==> src/sv/ibrs_pkg.sv <==
package ibrs_pkg;

	// Number of data bytes read in one burst (1 to 16)
	localparam int READ_LENGTH = 10;

	localparam int STEP_W = $clog2(READ_LENGTH + 5);
	localparam int SLOT_W = 4;

	typedef logic [STEP_W-1:0] step_t;

	localparam step_t STEP_IDLE       = step_t'(0);
	localparam step_t STEP_ADDR_W     = step_t'(1);
	localparam step_t STEP_REG_PTR    = step_t'(2);
	localparam step_t STEP_RESTARTED  = step_t'(3);
	localparam step_t STEP_ADDR_R     = step_t'(4);
	localparam step_t FIRST_DATA_STEP = step_t'(5);
	localparam step_t LAST_DATA_STEP  = step_t'(4 + READ_LENGTH);

	// Controller status codes, low three bits masked off
	localparam logic [7:0] ST_MASK       = 8'hF8;
	localparam logic [7:0] ST_START      = 8'h08;
	localparam logic [7:0] ST_RESTART    = 8'h10;
	localparam logic [7:0] ST_SLA_W_ACK  = 8'h18;
	localparam logic [7:0] ST_DATA_W_ACK = 8'h28;
	localparam logic [7:0] ST_SLA_R_ACK  = 8'h40;
	localparam logic [7:0] ST_DATA_R_ACK = 8'h50;
	localparam logic [7:0] ST_DATA_R_NAK = 8'h58;

	typedef enum logic [2:0] {
		ACT_NONE     = 3'd0,
		ACT_TRANSMIT = 3'd1,
		ACT_RESTART  = 3'd2,
		ACT_RX_ACK   = 3'd3,
		ACT_RX_NACK  = 3'd4
	} action_t;

	localparam int CFG_IDX_W = 1;
	localparam logic [CFG_IDX_W-1:0] REG_DEVICE_ADDRESS = 1'd0;
	localparam logic [CFG_IDX_W-1:0] REG_START_REGISTER = 1'd1;

	typedef struct packed {
		logic [7:0] device_address_byte;
		logic [7:0] start_register;
	} cfg_t;

	typedef struct packed {
		logic [7:0] bus_status;
		logic [7:0] received_byte;
	} req_t;

	typedef struct packed {
		action_t           bus_action;
		logic [7:0]        transmit_byte;
		logic              capture_valid;
		logic [SLOT_W-1:0] capture_slot;
		logic [7:0]        capture_value;
	} rsp_t;

endpackage

==> src/sv/i2c_register_burst_read_sequencer.sv <==
// I2C register burst-read sequencer. Each req word is one status event from an I2C
// master controller (status byte, upper five bits decoded, plus the byte just received);
// each rsp word is the bus action to take next, the byte to transmit, and any captured
// data byte with its slot number. The block walks START, write address, register pointer,
// repeated START, read address, then READ_LENGTH data bytes (last one NACKed) and starts
// over; an unknown status restarts it. One word is accepted every cycle while results are
// taken. A word waits in the input register until it advances, and the step decode then
// writes the result register, which drives rsp_valid and rsp; a word passes through the
// input register and then the result register before it can be taken at the earliest. A
// stalled result holds the input register, so a further word then stalls req. The only
// loop is the sequence step register, updated once per word as it leaves the input
// register. Write device_address_byte (index 0) and start_register (index 1) through
// cfg_we/cfg_index/cfg_data while no word is in flight.
module i2c_register_burst_read_sequencer (
	input  logic                            clk,
	input  logic                            arst_n,
	input  logic                            req_valid,
	output logic                            req_stall,
	input  ibrs_pkg::req_t                  req,
	output logic                            rsp_valid,
	input  logic                            rsp_stall,
	output ibrs_pkg::rsp_t                  rsp,
	input  logic                            cfg_we,
	input  logic [ibrs_pkg::CFG_IDX_W-1:0]  cfg_index,
	input  logic [7:0]                      cfg_data
);

	ibrs_pkg::cfg_t cfg_q;
	ibrs_pkg::req_t req_s1;
	logic           valid_s1;
	ibrs_pkg::rsp_t rsp_s2;
	logic           valid_s2;
	ibrs_pkg::rsp_t result;
	logic           advance;

	// Move the held word into the result register when that register is free or drained.
	assign advance   = valid_s1 && (!valid_s2 || !rsp_stall);
	// Stall the requester only while the input register is full and cannot advance.
	assign req_stall = valid_s1 && !advance;

	// Configuration registers
	always_ff @(posedge clk or negedge arst_n) begin
		if (!arst_n) begin
			cfg_q <= '0;
		end else if (cfg_we) begin
			case (cfg_index)
				ibrs_pkg::REG_DEVICE_ADDRESS: cfg_q.device_address_byte <= cfg_data;
				ibrs_pkg::REG_START_REGISTER: cfg_q.start_register      <= cfg_data;
				default: ;
			endcase
		end
	end

	// Input register: load a new word whenever the stage is not held
	always_ff @(posedge clk or negedge arst_n) begin
		if (!arst_n) begin
			valid_s1 <= 1'b0;
		end else if (!req_stall) begin
			valid_s1 <= req_valid;
		end
	end

	always_ff @(posedge clk) begin
		if (req_valid && !req_stall) begin
			req_s1 <= req;
		end
	end

	ibrs_step_unit u_step (
		.clk     (clk),
		.arst_n  (arst_n),
		.advance (advance),
		.req     (req_s1),
		.cfg     (cfg_q),
		.result  (result)
	);

	// Result register: fill on advance, drop once taken
	always_ff @(posedge clk or negedge arst_n) begin
		if (!arst_n) begin
			valid_s2 <= 1'b0;
		end else if (advance) begin
			valid_s2 <= 1'b1;
		end else if (!rsp_stall) begin
			valid_s2 <= 1'b0;
		end
	end

	always_ff @(posedge clk) begin
		if (advance) begin
			rsp_s2 <= result;
		end
	end

	assign rsp_valid = valid_s2;
	assign rsp       = rsp_s2;

endmodule

==> src/sv/ibrs_step_unit.sv <==
module ibrs_step_unit (
	input  logic          clk,
	input  logic          arst_n,
	input  logic          advance,
	input  ibrs_pkg::req_t req,
	input  ibrs_pkg::cfg_t cfg,
	output ibrs_pkg::rsp_t result
);

	ibrs_pkg::step_t step_q;
	ibrs_pkg::step_t step_next;
	ibrs_pkg::step_t slot_full;
	logic [7:0]      status_m;

	assign status_m  = req.bus_status & ibrs_pkg::ST_MASK;
	assign slot_full = step_q - ibrs_pkg::FIRST_DATA_STEP;

	always_comb begin
		step_next = step_q;
		result    = '0;
		result.bus_action = ibrs_pkg::ACT_NONE;
		case (status_m)
			ibrs_pkg::ST_START, ibrs_pkg::ST_RESTART: begin
				if (status_m == ibrs_pkg::ST_RESTART && step_q == ibrs_pkg::STEP_RESTARTED) begin
					result.bus_action    = ibrs_pkg::ACT_TRANSMIT;
					result.transmit_byte = cfg.device_address_byte | 8'h01;
					step_next            = ibrs_pkg::STEP_ADDR_R;
				end else if (step_q == ibrs_pkg::STEP_IDLE) begin
					result.bus_action    = ibrs_pkg::ACT_TRANSMIT;
					result.transmit_byte = cfg.device_address_byte;
					step_next            = ibrs_pkg::STEP_ADDR_W;
				end
			end
			ibrs_pkg::ST_SLA_W_ACK: begin
				if (step_q == ibrs_pkg::STEP_ADDR_W) begin
					result.bus_action    = ibrs_pkg::ACT_TRANSMIT;
					result.transmit_byte = cfg.start_register;
					step_next            = ibrs_pkg::STEP_REG_PTR;
				end
			end
			ibrs_pkg::ST_DATA_W_ACK: begin
				if (step_q == ibrs_pkg::STEP_REG_PTR) begin
					result.bus_action = ibrs_pkg::ACT_RESTART;
					step_next         = ibrs_pkg::STEP_RESTARTED;
				end
			end
			ibrs_pkg::ST_SLA_R_ACK: begin
				if (step_q == ibrs_pkg::STEP_ADDR_R) begin
					result.bus_action = (ibrs_pkg::READ_LENGTH > 1) ?
						ibrs_pkg::ACT_RX_ACK : ibrs_pkg::ACT_RX_NACK;
					step_next = ibrs_pkg::FIRST_DATA_STEP;
				end
			end
			ibrs_pkg::ST_DATA_R_ACK: begin
				if (step_q >= ibrs_pkg::FIRST_DATA_STEP && step_q < ibrs_pkg::LAST_DATA_STEP) begin
					result.capture_valid = 1'b1;
					result.capture_slot  = ibrs_pkg::SLOT_W'(slot_full);
					result.capture_value = req.received_byte;
					// next byte is the last one: ask for it with a NACK
					result.bus_action = (step_q < ibrs_pkg::LAST_DATA_STEP - ibrs_pkg::step_t'(1)) ?
						ibrs_pkg::ACT_RX_ACK : ibrs_pkg::ACT_RX_NACK;
					step_next = step_q + ibrs_pkg::step_t'(1);
				end
			end
			ibrs_pkg::ST_DATA_R_NAK: begin
				if (step_q == ibrs_pkg::LAST_DATA_STEP) begin
					result.capture_valid = 1'b1;
					result.capture_slot  = ibrs_pkg::SLOT_W'(slot_full);
					result.capture_value = req.received_byte;
					result.bus_action    = ibrs_pkg::ACT_RESTART;
					step_next            = ibrs_pkg::STEP_IDLE;
				end
			end
			default: begin
				result.bus_action = ibrs_pkg::ACT_RESTART;
				step_next         = ibrs_pkg::STEP_IDLE;
			end
		endcase
	end

	always_ff @(posedge clk or negedge arst_n) begin
		if (!arst_n) begin
			step_q <= ibrs_pkg::STEP_IDLE;
		end else if (advance) begin
			step_q <= step_next;
		end
	end

	a_step_range: assert property (@(posedge clk) disable iff (!arst_n)
		step_q <= ibrs_pkg::LAST_DATA_STEP)
		else $error("sequence step beyond last data step");

	a_hold: assert property (@(posedge clk) disable iff (!arst_n)
		!advance |=> $stable(step_q))
		else $error("sequence step moved without an event");

	a_restart_step: assert property (@(posedge clk) disable iff (!arst_n)
		advance && result.bus_action == ibrs_pkg::ACT_RESTART
		|=> step_q == ibrs_pkg::STEP_IDLE || step_q == ibrs_pkg::STEP_RESTARTED)
		else $error("restart left the step in a data or address phase");

	a_first_data: assert property (@(posedge clk) disable iff (!arst_n)
		advance && status_m == ibrs_pkg::ST_SLA_R_ACK && step_q == ibrs_pkg::STEP_ADDR_R
		|=> step_q == ibrs_pkg::FIRST_DATA_STEP)
		else $error("read address ack did not enter first data step");

endmodule
==> config.mk <==
export PLATFORM = sky130hd
export DESIGN_NAME = i2c_register_burst_read_sequencer
export DESIGN_NICKNAME = d
export VERILOG_FILES = /design/src/sv/ibrs_pkg.sv /design/src/sv/i2c_register_burst_read_sequencer.sv /design/src/sv/ibrs_step_unit.sv
export SDC_FILE = /design/constraint.sdc
export NUM_CORES = 1
export LEC_CHECK = 0
export ABC_CLOCK_PERIOD_IN_PS = 5500
export BUFFER_PORTS_ARGS = -buffer_cell sky130_fd_sc_hd__buf_2
export CORE_UTILIZATION = 40
export CTS_CLUSTER_SIZE = 30
export DETAILED_ROUTE_END_ITERATION = 8
export PLACE_DENSITY = 0.73
export RECOVER_POWER = 25
export SLEW_MARGIN = 10
export SYNTH_ARGS = -nofsm -noshare
export SYNTH_HDL_FRONTEND = slang
export SYNTH_SLANG_ARGS = --single-unit
==> constraint.sdc <==
create_clock -name clk -period 5.5 [get_ports clk]
set_input_delay 0.825 -clock clk [delete_from_list [all_inputs] [get_ports clk]]
set_output_delay 0.825 -clock clk [all_outputs]
set_load 0.02 [all_outputs]
==> impl_results.md, run 1 <==
* Status: finished, violations left
* Violated checks: DRC
* Die X at about 84 um
* Final setup fails at 0
* Layout cells sized above 1 at 0.364
* Worst skew pair latency at roughly 0.33 ns
* Most used DFF post-synth: edfxtp_1
* Max Cap Viol at 0
* Worst Hold Endpoint: rsp_valid$_DFFE_PN0P_
* Launching point of the worst reg2reg path: u_step.step_q[0]$_DFFE_PN0P_
* Syn avg cell area at about 14 um2
* Post-synth EDFFs at 37
* Finished Layout Cells at 335
* Yosys warns at 0
* Critical path class: input pin to flip-flop
* Post-synthesis cell type count at slightly above 50
* DP HPWL at 3.38 mm
* Clock-pin slew of the registers on the worst-case setup and hold paths at roughly 0.060 ns
* Post-Syn Nets at 232
* Row Count at 29
* H-tree Lvls at 3
* First-pass GRT wire length at 8.28 mm
* Clk_skew at between 0.003 and 0.004 ns
* Power Total at 1.07 mW
* Final global-route overflow total at 0
* CTS resizes at 0
* DR vias/cell at ~5.3
* Commonest non-fill, non-tap cell in the layout: buf_2
* Routed wire length at 4.89 mm
* Hold_sp: valid_s1$_DFFE_PN0N_
* Buffers added on ports at 52
* Die area at roughly 7000 um2
* R2R depth at 6
* Worst Hold Slack at about 0.49 ns
* Total CTS buffers at 9
* Total Routing Usage GR at 0.154
* Ports at 56
* Clock root buffer: clkbuf_8
* Hold-fix buffers at CTS at 0
* Final Max Slew Viols at 0
* Vias in the first global route at ~1700
* Gpl congestion at ~0.91
* WHS Path Cells at 1
* Achievable clock frequency at roughly 390 MHz
* Initial antenna violation count at 0
* Period minus WS final at 2.57 ns
* Placed Instance Area at ~3000 um2
* Ys async rst share at 0.373
* Clock sinks at 59
* Final nets at between 200 and 300
* Placed Instances at around 320
* Most frequent cells in the layout: buf_2 (50), edfxtp_1 (37), dfrtp_1 (22)
* Final Cycle Share at 0.468
* Leakage at approximately 1.3 nW
* Yosys reg bits at 59
* Worst IR Drop VDD at 0.000248 V
* TritonCTS clock tree: built
* Area delta synth->final at 18.6%
* Pwr Density at 335 nW/um2
* R2R setup slack at around 3.0 ns
* Hold/Removal Path Class: flip-flop to flip-flop
* Initial DRT Pass Iterations at 6
* Core Area at around 6400 um2
* RSZ-0062 raised after global routing: no
* Startpoint class of the critical path: input pin
* Critical Path RT at between 5 and 6 ns
* RR Endpoint: u_step.step_q[0]$_DFFE_PN0P_
* Design area at ~3200 um2
* Setup TNS at 0 ns
* Die span in y at 84.1 um
* Tightest Pin Transition at approximately 1.2 ns
* Critical path fanouts, max at 25
* Clock tree buffer depth at 2
* Largest net degree at the start of global routing at 26
* Initial DRC count at approximately 150
* Slew HR at 0.219
* Postcts setup bufs at 0
* Post-Syn Instances at slightly below 200
* DRC Markers at 10
* Avg WL per Cell at around 15 um
* Worst EP arrival at about 2.8 ns
* Initial Utilization at 0.419
* Total number of vias at 1778
* Post-route ant nets at 0
* Antenna diodes at 0
* Mapped Area at roughly 2700 um2
* Final hold violations at 0
* Register area share after synthesis at 0.617
* Critical path endpoint category: flip-flop
[worst max-delay path, cell delays in order]
cell and delay [ns]:
clkbuf_1 0.13, a21boi_4 0.72, o211ai_2 0.26, a311oi_2 0.52, mux2_4 0.34
[layout make-up]
class                   count  area (um2)
repair buffers             52         258
flip-flops and latches     59        1660
fillers                   580        3230
clock buffers               9         124
inverters                   9        33.8
well taps                  77        96.3
multi-input cells         122         938
clock inverters             7        82.6
[sequential cells by signal, summed over array words and instances, names as in the netlist]
signal,count
cfg_q,16
req_s1,13
valid_s1,1
u_step.step_q,4
rsp_valid,1
rsp,24
[synth_stat cells, drive strengths merged (2+ instances only)]
| cell type | n | area [um2] |
|---|---|---|
| nand3 | 4 | 20.0 |
| nand2 | 10 | 37.5 |
| ha | 5 | 62.6 |
| a311oi | 4 | 47.6 |
| nor2 | 9 | 33.8 |
| inv | 9 | 33.8 |
| a22o | 8 | 70.1 |
| and2 | 9 | 56.3 |
| clkbuf | 2 | 7.51 |
| and3 | 2 | 12.5 |
| or3b | 2 | 22.5 |
| edfxtp | 37 | 1110 |
| o21ai | 9 | 45.0 |
| nor3 | 6 | 30.0 |
| a21oi | 6 | 33.8 |
| nor2b | 4 | 25.0 |
| mux2i | 2 | 20.0 |
| mux2 | 17 | 195 |
| buf | 5 | 52.6 |
| dfrtp | 22 | 551 |
[worst max-delay path by stage]
stage                                   end  slack, ns       from  depth (start not counted)
3_5_place_dp   u_step.step_q[0]$_DFFE_PN0P_       2.61  rsp_stall                          5
3_3_place_gp   u_step.step_q[0]$_DFFE_PN0P_       2.64  rsp_stall                          5
6_report       u_step.step_q[0]$_DFFE_PN0P_       2.93  rsp_stall                          5
2_1_floorplan  u_step.step_q[0]$_DFFE_PN0P_       3.11  rsp_stall                          4
4_1_cts        u_step.step_q[0]$_DFFE_PN0P_       2.96  rsp_stall                          5
5_1_grt        u_step.step_q[0]$_DFFE_PN0P_       2.81  rsp_stall                          5
[logic make-up after synthesis]
kind of cell	after synthesis	synth area share
AO/OA/AOI/OAI	42	0.127
buffers and inverters	16	0.0348
adder cells (fa/ha/maj)	5	0.0232
AND/OR/NAND/NOR	54	0.112
multiplexers	19	0.0799
XOR/XNOR	2	0.00650
flip-flops	59	0.617
[report_power, final]
group / switching, mW / total [mW] / internal, mW
Clock: 0.157 / 0.406 / 0.249
Sequential: 0.0263 / 0.541 / 0.515
Combinational: 0.0706 / 0.124 / 0.0533
[metrics by stage]
| step | worst slack (ns) | utilization |
|---|---|---|
| finish | 2.93 | 0.497 |
| global route | 2.81 | 0.497 |
| CTS | 2.96 | 0.498 |
| detailed placement | 2.61 | 0.466 |
| global placement | 2.64 | 0.466 |
| floorplan | 3.11 | - |
[layer usage]
layer  vias up  track usage  wire length [um]
met5         -            0                 0
met4         0       0.0752               116
met3        15       0.0593               411
met2        74        0.230              2210
met1       835        0.196              2160
li1        854            -                 -
No activity file was read; power rests on OpenSTA's default activity.
==> run 2, diff against run 1 <==
Settings changed: ABC_AREA set to 1, ABC_CLOCK_PERIOD_IN_PS 5500 to 2650.
Clock period 5.5 ns to 2.65 ns, I/O delays scaled along.
==> run 2 against run 1 <==
Critical endpoint is now rsp[11]$_DFFE_PP_; final cell count up 31%; the run now ends clean; count of clock-buffer cells in the layout up 5; design area up 6.1%; clock skew up 0.0016 ns; wire length up 4.3%; non-clock buffer count up 1.
==> impl_results.md, run 2 <==
* Area delta synth->final at 19.5%
* Count leader, synth: nand2_1
* Final Cycle Share at 0.687
* Post-route ant nets at 0
* Max reg flops at 24
* Status: complete, no violations
* RSZ-0062 raised after global routing: no
* Register area share after synthesis at 0.586
* DRC Markers at 0
* Tightest Pin Transition at approximately 1.1 ns
* Filler cells at approximately 650
* Routed wire length at roughly 5.1 mm
* Leading area contributor after synthesis: edfxtp_1
* Slowest-stage cell, CP: dfrtp_1
* Max Cap Viol at 0
* TritonCTS clock tree: built
* Critical path fanouts, max at 12
* H-tree Lvls at 3
* Die span in y at between 80 and 90 um
* Clock sinks at 59
* Leakage at 1.57 nW
* Initial DRC count at ~100
* CTS resizes at 0
* Postcts setup bufs at 0
* Post-synth EDFFs at 37
* CP Cell Sequence: inv_1, ha_1, inv_1, nand2_1, nand2_1, nand2_2, nand2_2, nand2_2, inv_2, a21oi_1
* First-pass GRT wire length at between 8 and 9 mm
* Total Routing Usage GR at 0.150
* Final nets at 374
* Clock-pin slew of the registers on the worst-case setup and hold paths at 0.06 ns
* DP HPWL at around 3.6 mm
* Layout cells sized above 1 at 0.320
* Hold-fix buffers at CTS at 0
* Buffers added on ports at 52
* Avg WL per Cell at roughly 12 um
* Achievable clock frequency at approximately 550 MHz
* Yosys warns at 0
* Layout Utilization at 0.496
* Synth cell count leaders: nand2_1 (59), edfxtp_1 (37), inv_1 (31)
* Slew HR at 0.242
* WHS Path Cells at 1
* Final Max Slew Viols at 0
* CP peak stage delay at 0.40 ns
* Critical path's most frequent cell: nand2_2
* Syn avg cell area at between 10 and 15 um2
* Period minus WS final at around 1.8 ns
* Clock tree buffer depth at 2
* Post-Syn Nets at about 320
* Worst EP arrival at 1.89 ns
* Startpoint class of the critical path: flip-flop
* Worst skew pair latency at between 0.3 and 0.4 ns
* Setup TNS at 0 ns
* Most used DFF post-synth: edfxtp_1
* DR vias/cell at roughly 4.6
* Gpl congestion at approximately 0.85
* Total number of vias at slightly above 2000
* Commonest non-fill, non-tap cell in the layout: nand2_1
* Critical path class: flip-flop to flip-flop
* Final setup fails at 0
* Final global-route overflow total at 0
* Initial DRT Pass Iterations at 4
* Largest net degree at the start of global routing at 25
* Row Count at 30
* Core Area at 6830 um2
* Pwr Density at 671 nW/um2
* Vias in the first global route at approximately 1900
* Ports at between 50 and 60
* Initial antenna violation count at 0
* Final hold violations at 0
* Antenna diodes at 0
* Critical path endpoint category: flip-flop
* Initial Utilization at 0.415
* Clock root buffer: clkbuf_8
* Clk_skew at between 0.005 and 0.006 ns
* Hold/Removal Path Class: input pin to flip-flop
* Die area at ~7400 um2
* Top cells by area, synth: edfxtp_1 (39%), dfrtp_1 (19%), nand2_1 (7.8%), nand3_1 (4.8%), inv_1 (4.1%)
* Post-synthesis cell type count at 28
* Mapped Area at 2840 um2
* Post-Syn Instances at between 200 and 300
* Ys async rst share at 0.373
* Yosys reg bits at just under 60
* Most frequent cells in the layout: nand2_1 (59), buf_2 (51), edfxtp_1 (37)
* Yosys top cell area share at 0.392
* R2R depth at 10
* Total CTS buffers at 9
* Critical Path RT at 2.72 ns
* Die X at around 86 um
* Worst IR Drop VDD at between 0.0004 and 0.0005 V
run 2: cell types whose count changed in the layout (fill, tap and decap cells not counted), sizes merged, moves of 8 or more:
| cell | previous run | this run |
|---|---|---|
| nand2 | 10 | 69 |
| inv | 9 | 39 |
| nand3 | 4 | 31 |
| nor2 | 9 | 33 |
| mux2 | 17 | 0 |
| o21ai | 9 | 24 |
| and2 | 9 | 0 |
| a22o | 8 | 0 |
run 2: worst paths after layout:
kind,slack [ns],start,endpoint
worst min-delay path,0.24,req[4],req_s1[4]$_DFFE_PP_
max in group asynchronous,1.71,arst_n,valid_s1$_DFFE_PN0N_
worst max-delay path,0.83,u_step.step_q[1]$_DFFE_PN0P_,rsp[11]$_DFFE_PP_
worst max register to register,0.83,u_step.step_q[1]$_DFFE_PN0P_,rsp[11]$_DFFE_PP_
min in group asynchronous,0.26,arst_n,cfg_q[15]$_DFFE_PN0P_
worst min register to register,0.48,valid_s1$_DFFE_PN0N_,rsp_valid$_DFFE_PN0P_
run 2: through the flow:
step	cell area, um2	hold slack (ns)	cells	power [mW]	worst slack, ns
6_report	3390	0.238	440	2.28	0.830
4_1_cts	3390	0.0154	440	2.31	0.824
3_3_place_gp	3180	0.380	424	1.48	0.880
2_1_floorplan	2840	0.102	280	1.37	1.05
5_1_grt	3390	0.216	440	2.40	0.699
3_5_place_dp	3180	0.388	424	1.48	0.848
run 2: where the power goes:
group / internal (mW) / switching [mW] / total (mW)
Sequential: 1.08 / 0.0476 / 1.13
Combinational: 0.105 / 0.231 / 0.335
Clock: 0.479 / 0.335 / 0.814
Total: 1.66 / 0.613 / 2.28
run 2: layout make-up:
class | count | area, um2 | area share
Clock buffer | 14 | 195 | 0.0576
Timing Repair Buffer | 53 | 267 | 0.0786
Sequential cell | 59 | 1660 | 0.490
Multi-Input combinational cell | 176 | 977 | 0.288
Clock inverter | 2 | 13.8 | 0.00406
Tap cell | 96 | 120 | 0.0354
Inverter | 40 | 156 | 0.0461
run 2: per-layer routing:
metal,track usage,wire length (um),up-vias
met5,0,0,-
met4,0.0788,101,0
met3,0.0552,287,11
met2,0.253,2560,62
met1,0.167,2150,927
li1,-,-,1032
run 2: worst max-delay path, delay by kind of cell, from the launching register on:
| kind | cells | cell delay, ns |
|---|---|---|
| fa+ha+maj | 1 | 0.20 |
| compound gates | 1 | 0.07 |
| simple gates | 5 | 0.36 |
| buf+inv | 3 | 0.51 |
| flops | 1 | 0.40 |
run 2: cell families (layout without fill, tap and decap cells):
group	after synthesis	after routing	share of synthesized area
AO/OA/AOI/OAI	28	28	0.0494
XOR/XNOR	1	1	0.00309
adder cells (fa/ha/maj)	5	5	0.0221
buffers and inverters	45	109	0.0697
flip-flops	59	59	0.586
AND/OR/NAND/NOR	142	142	0.270
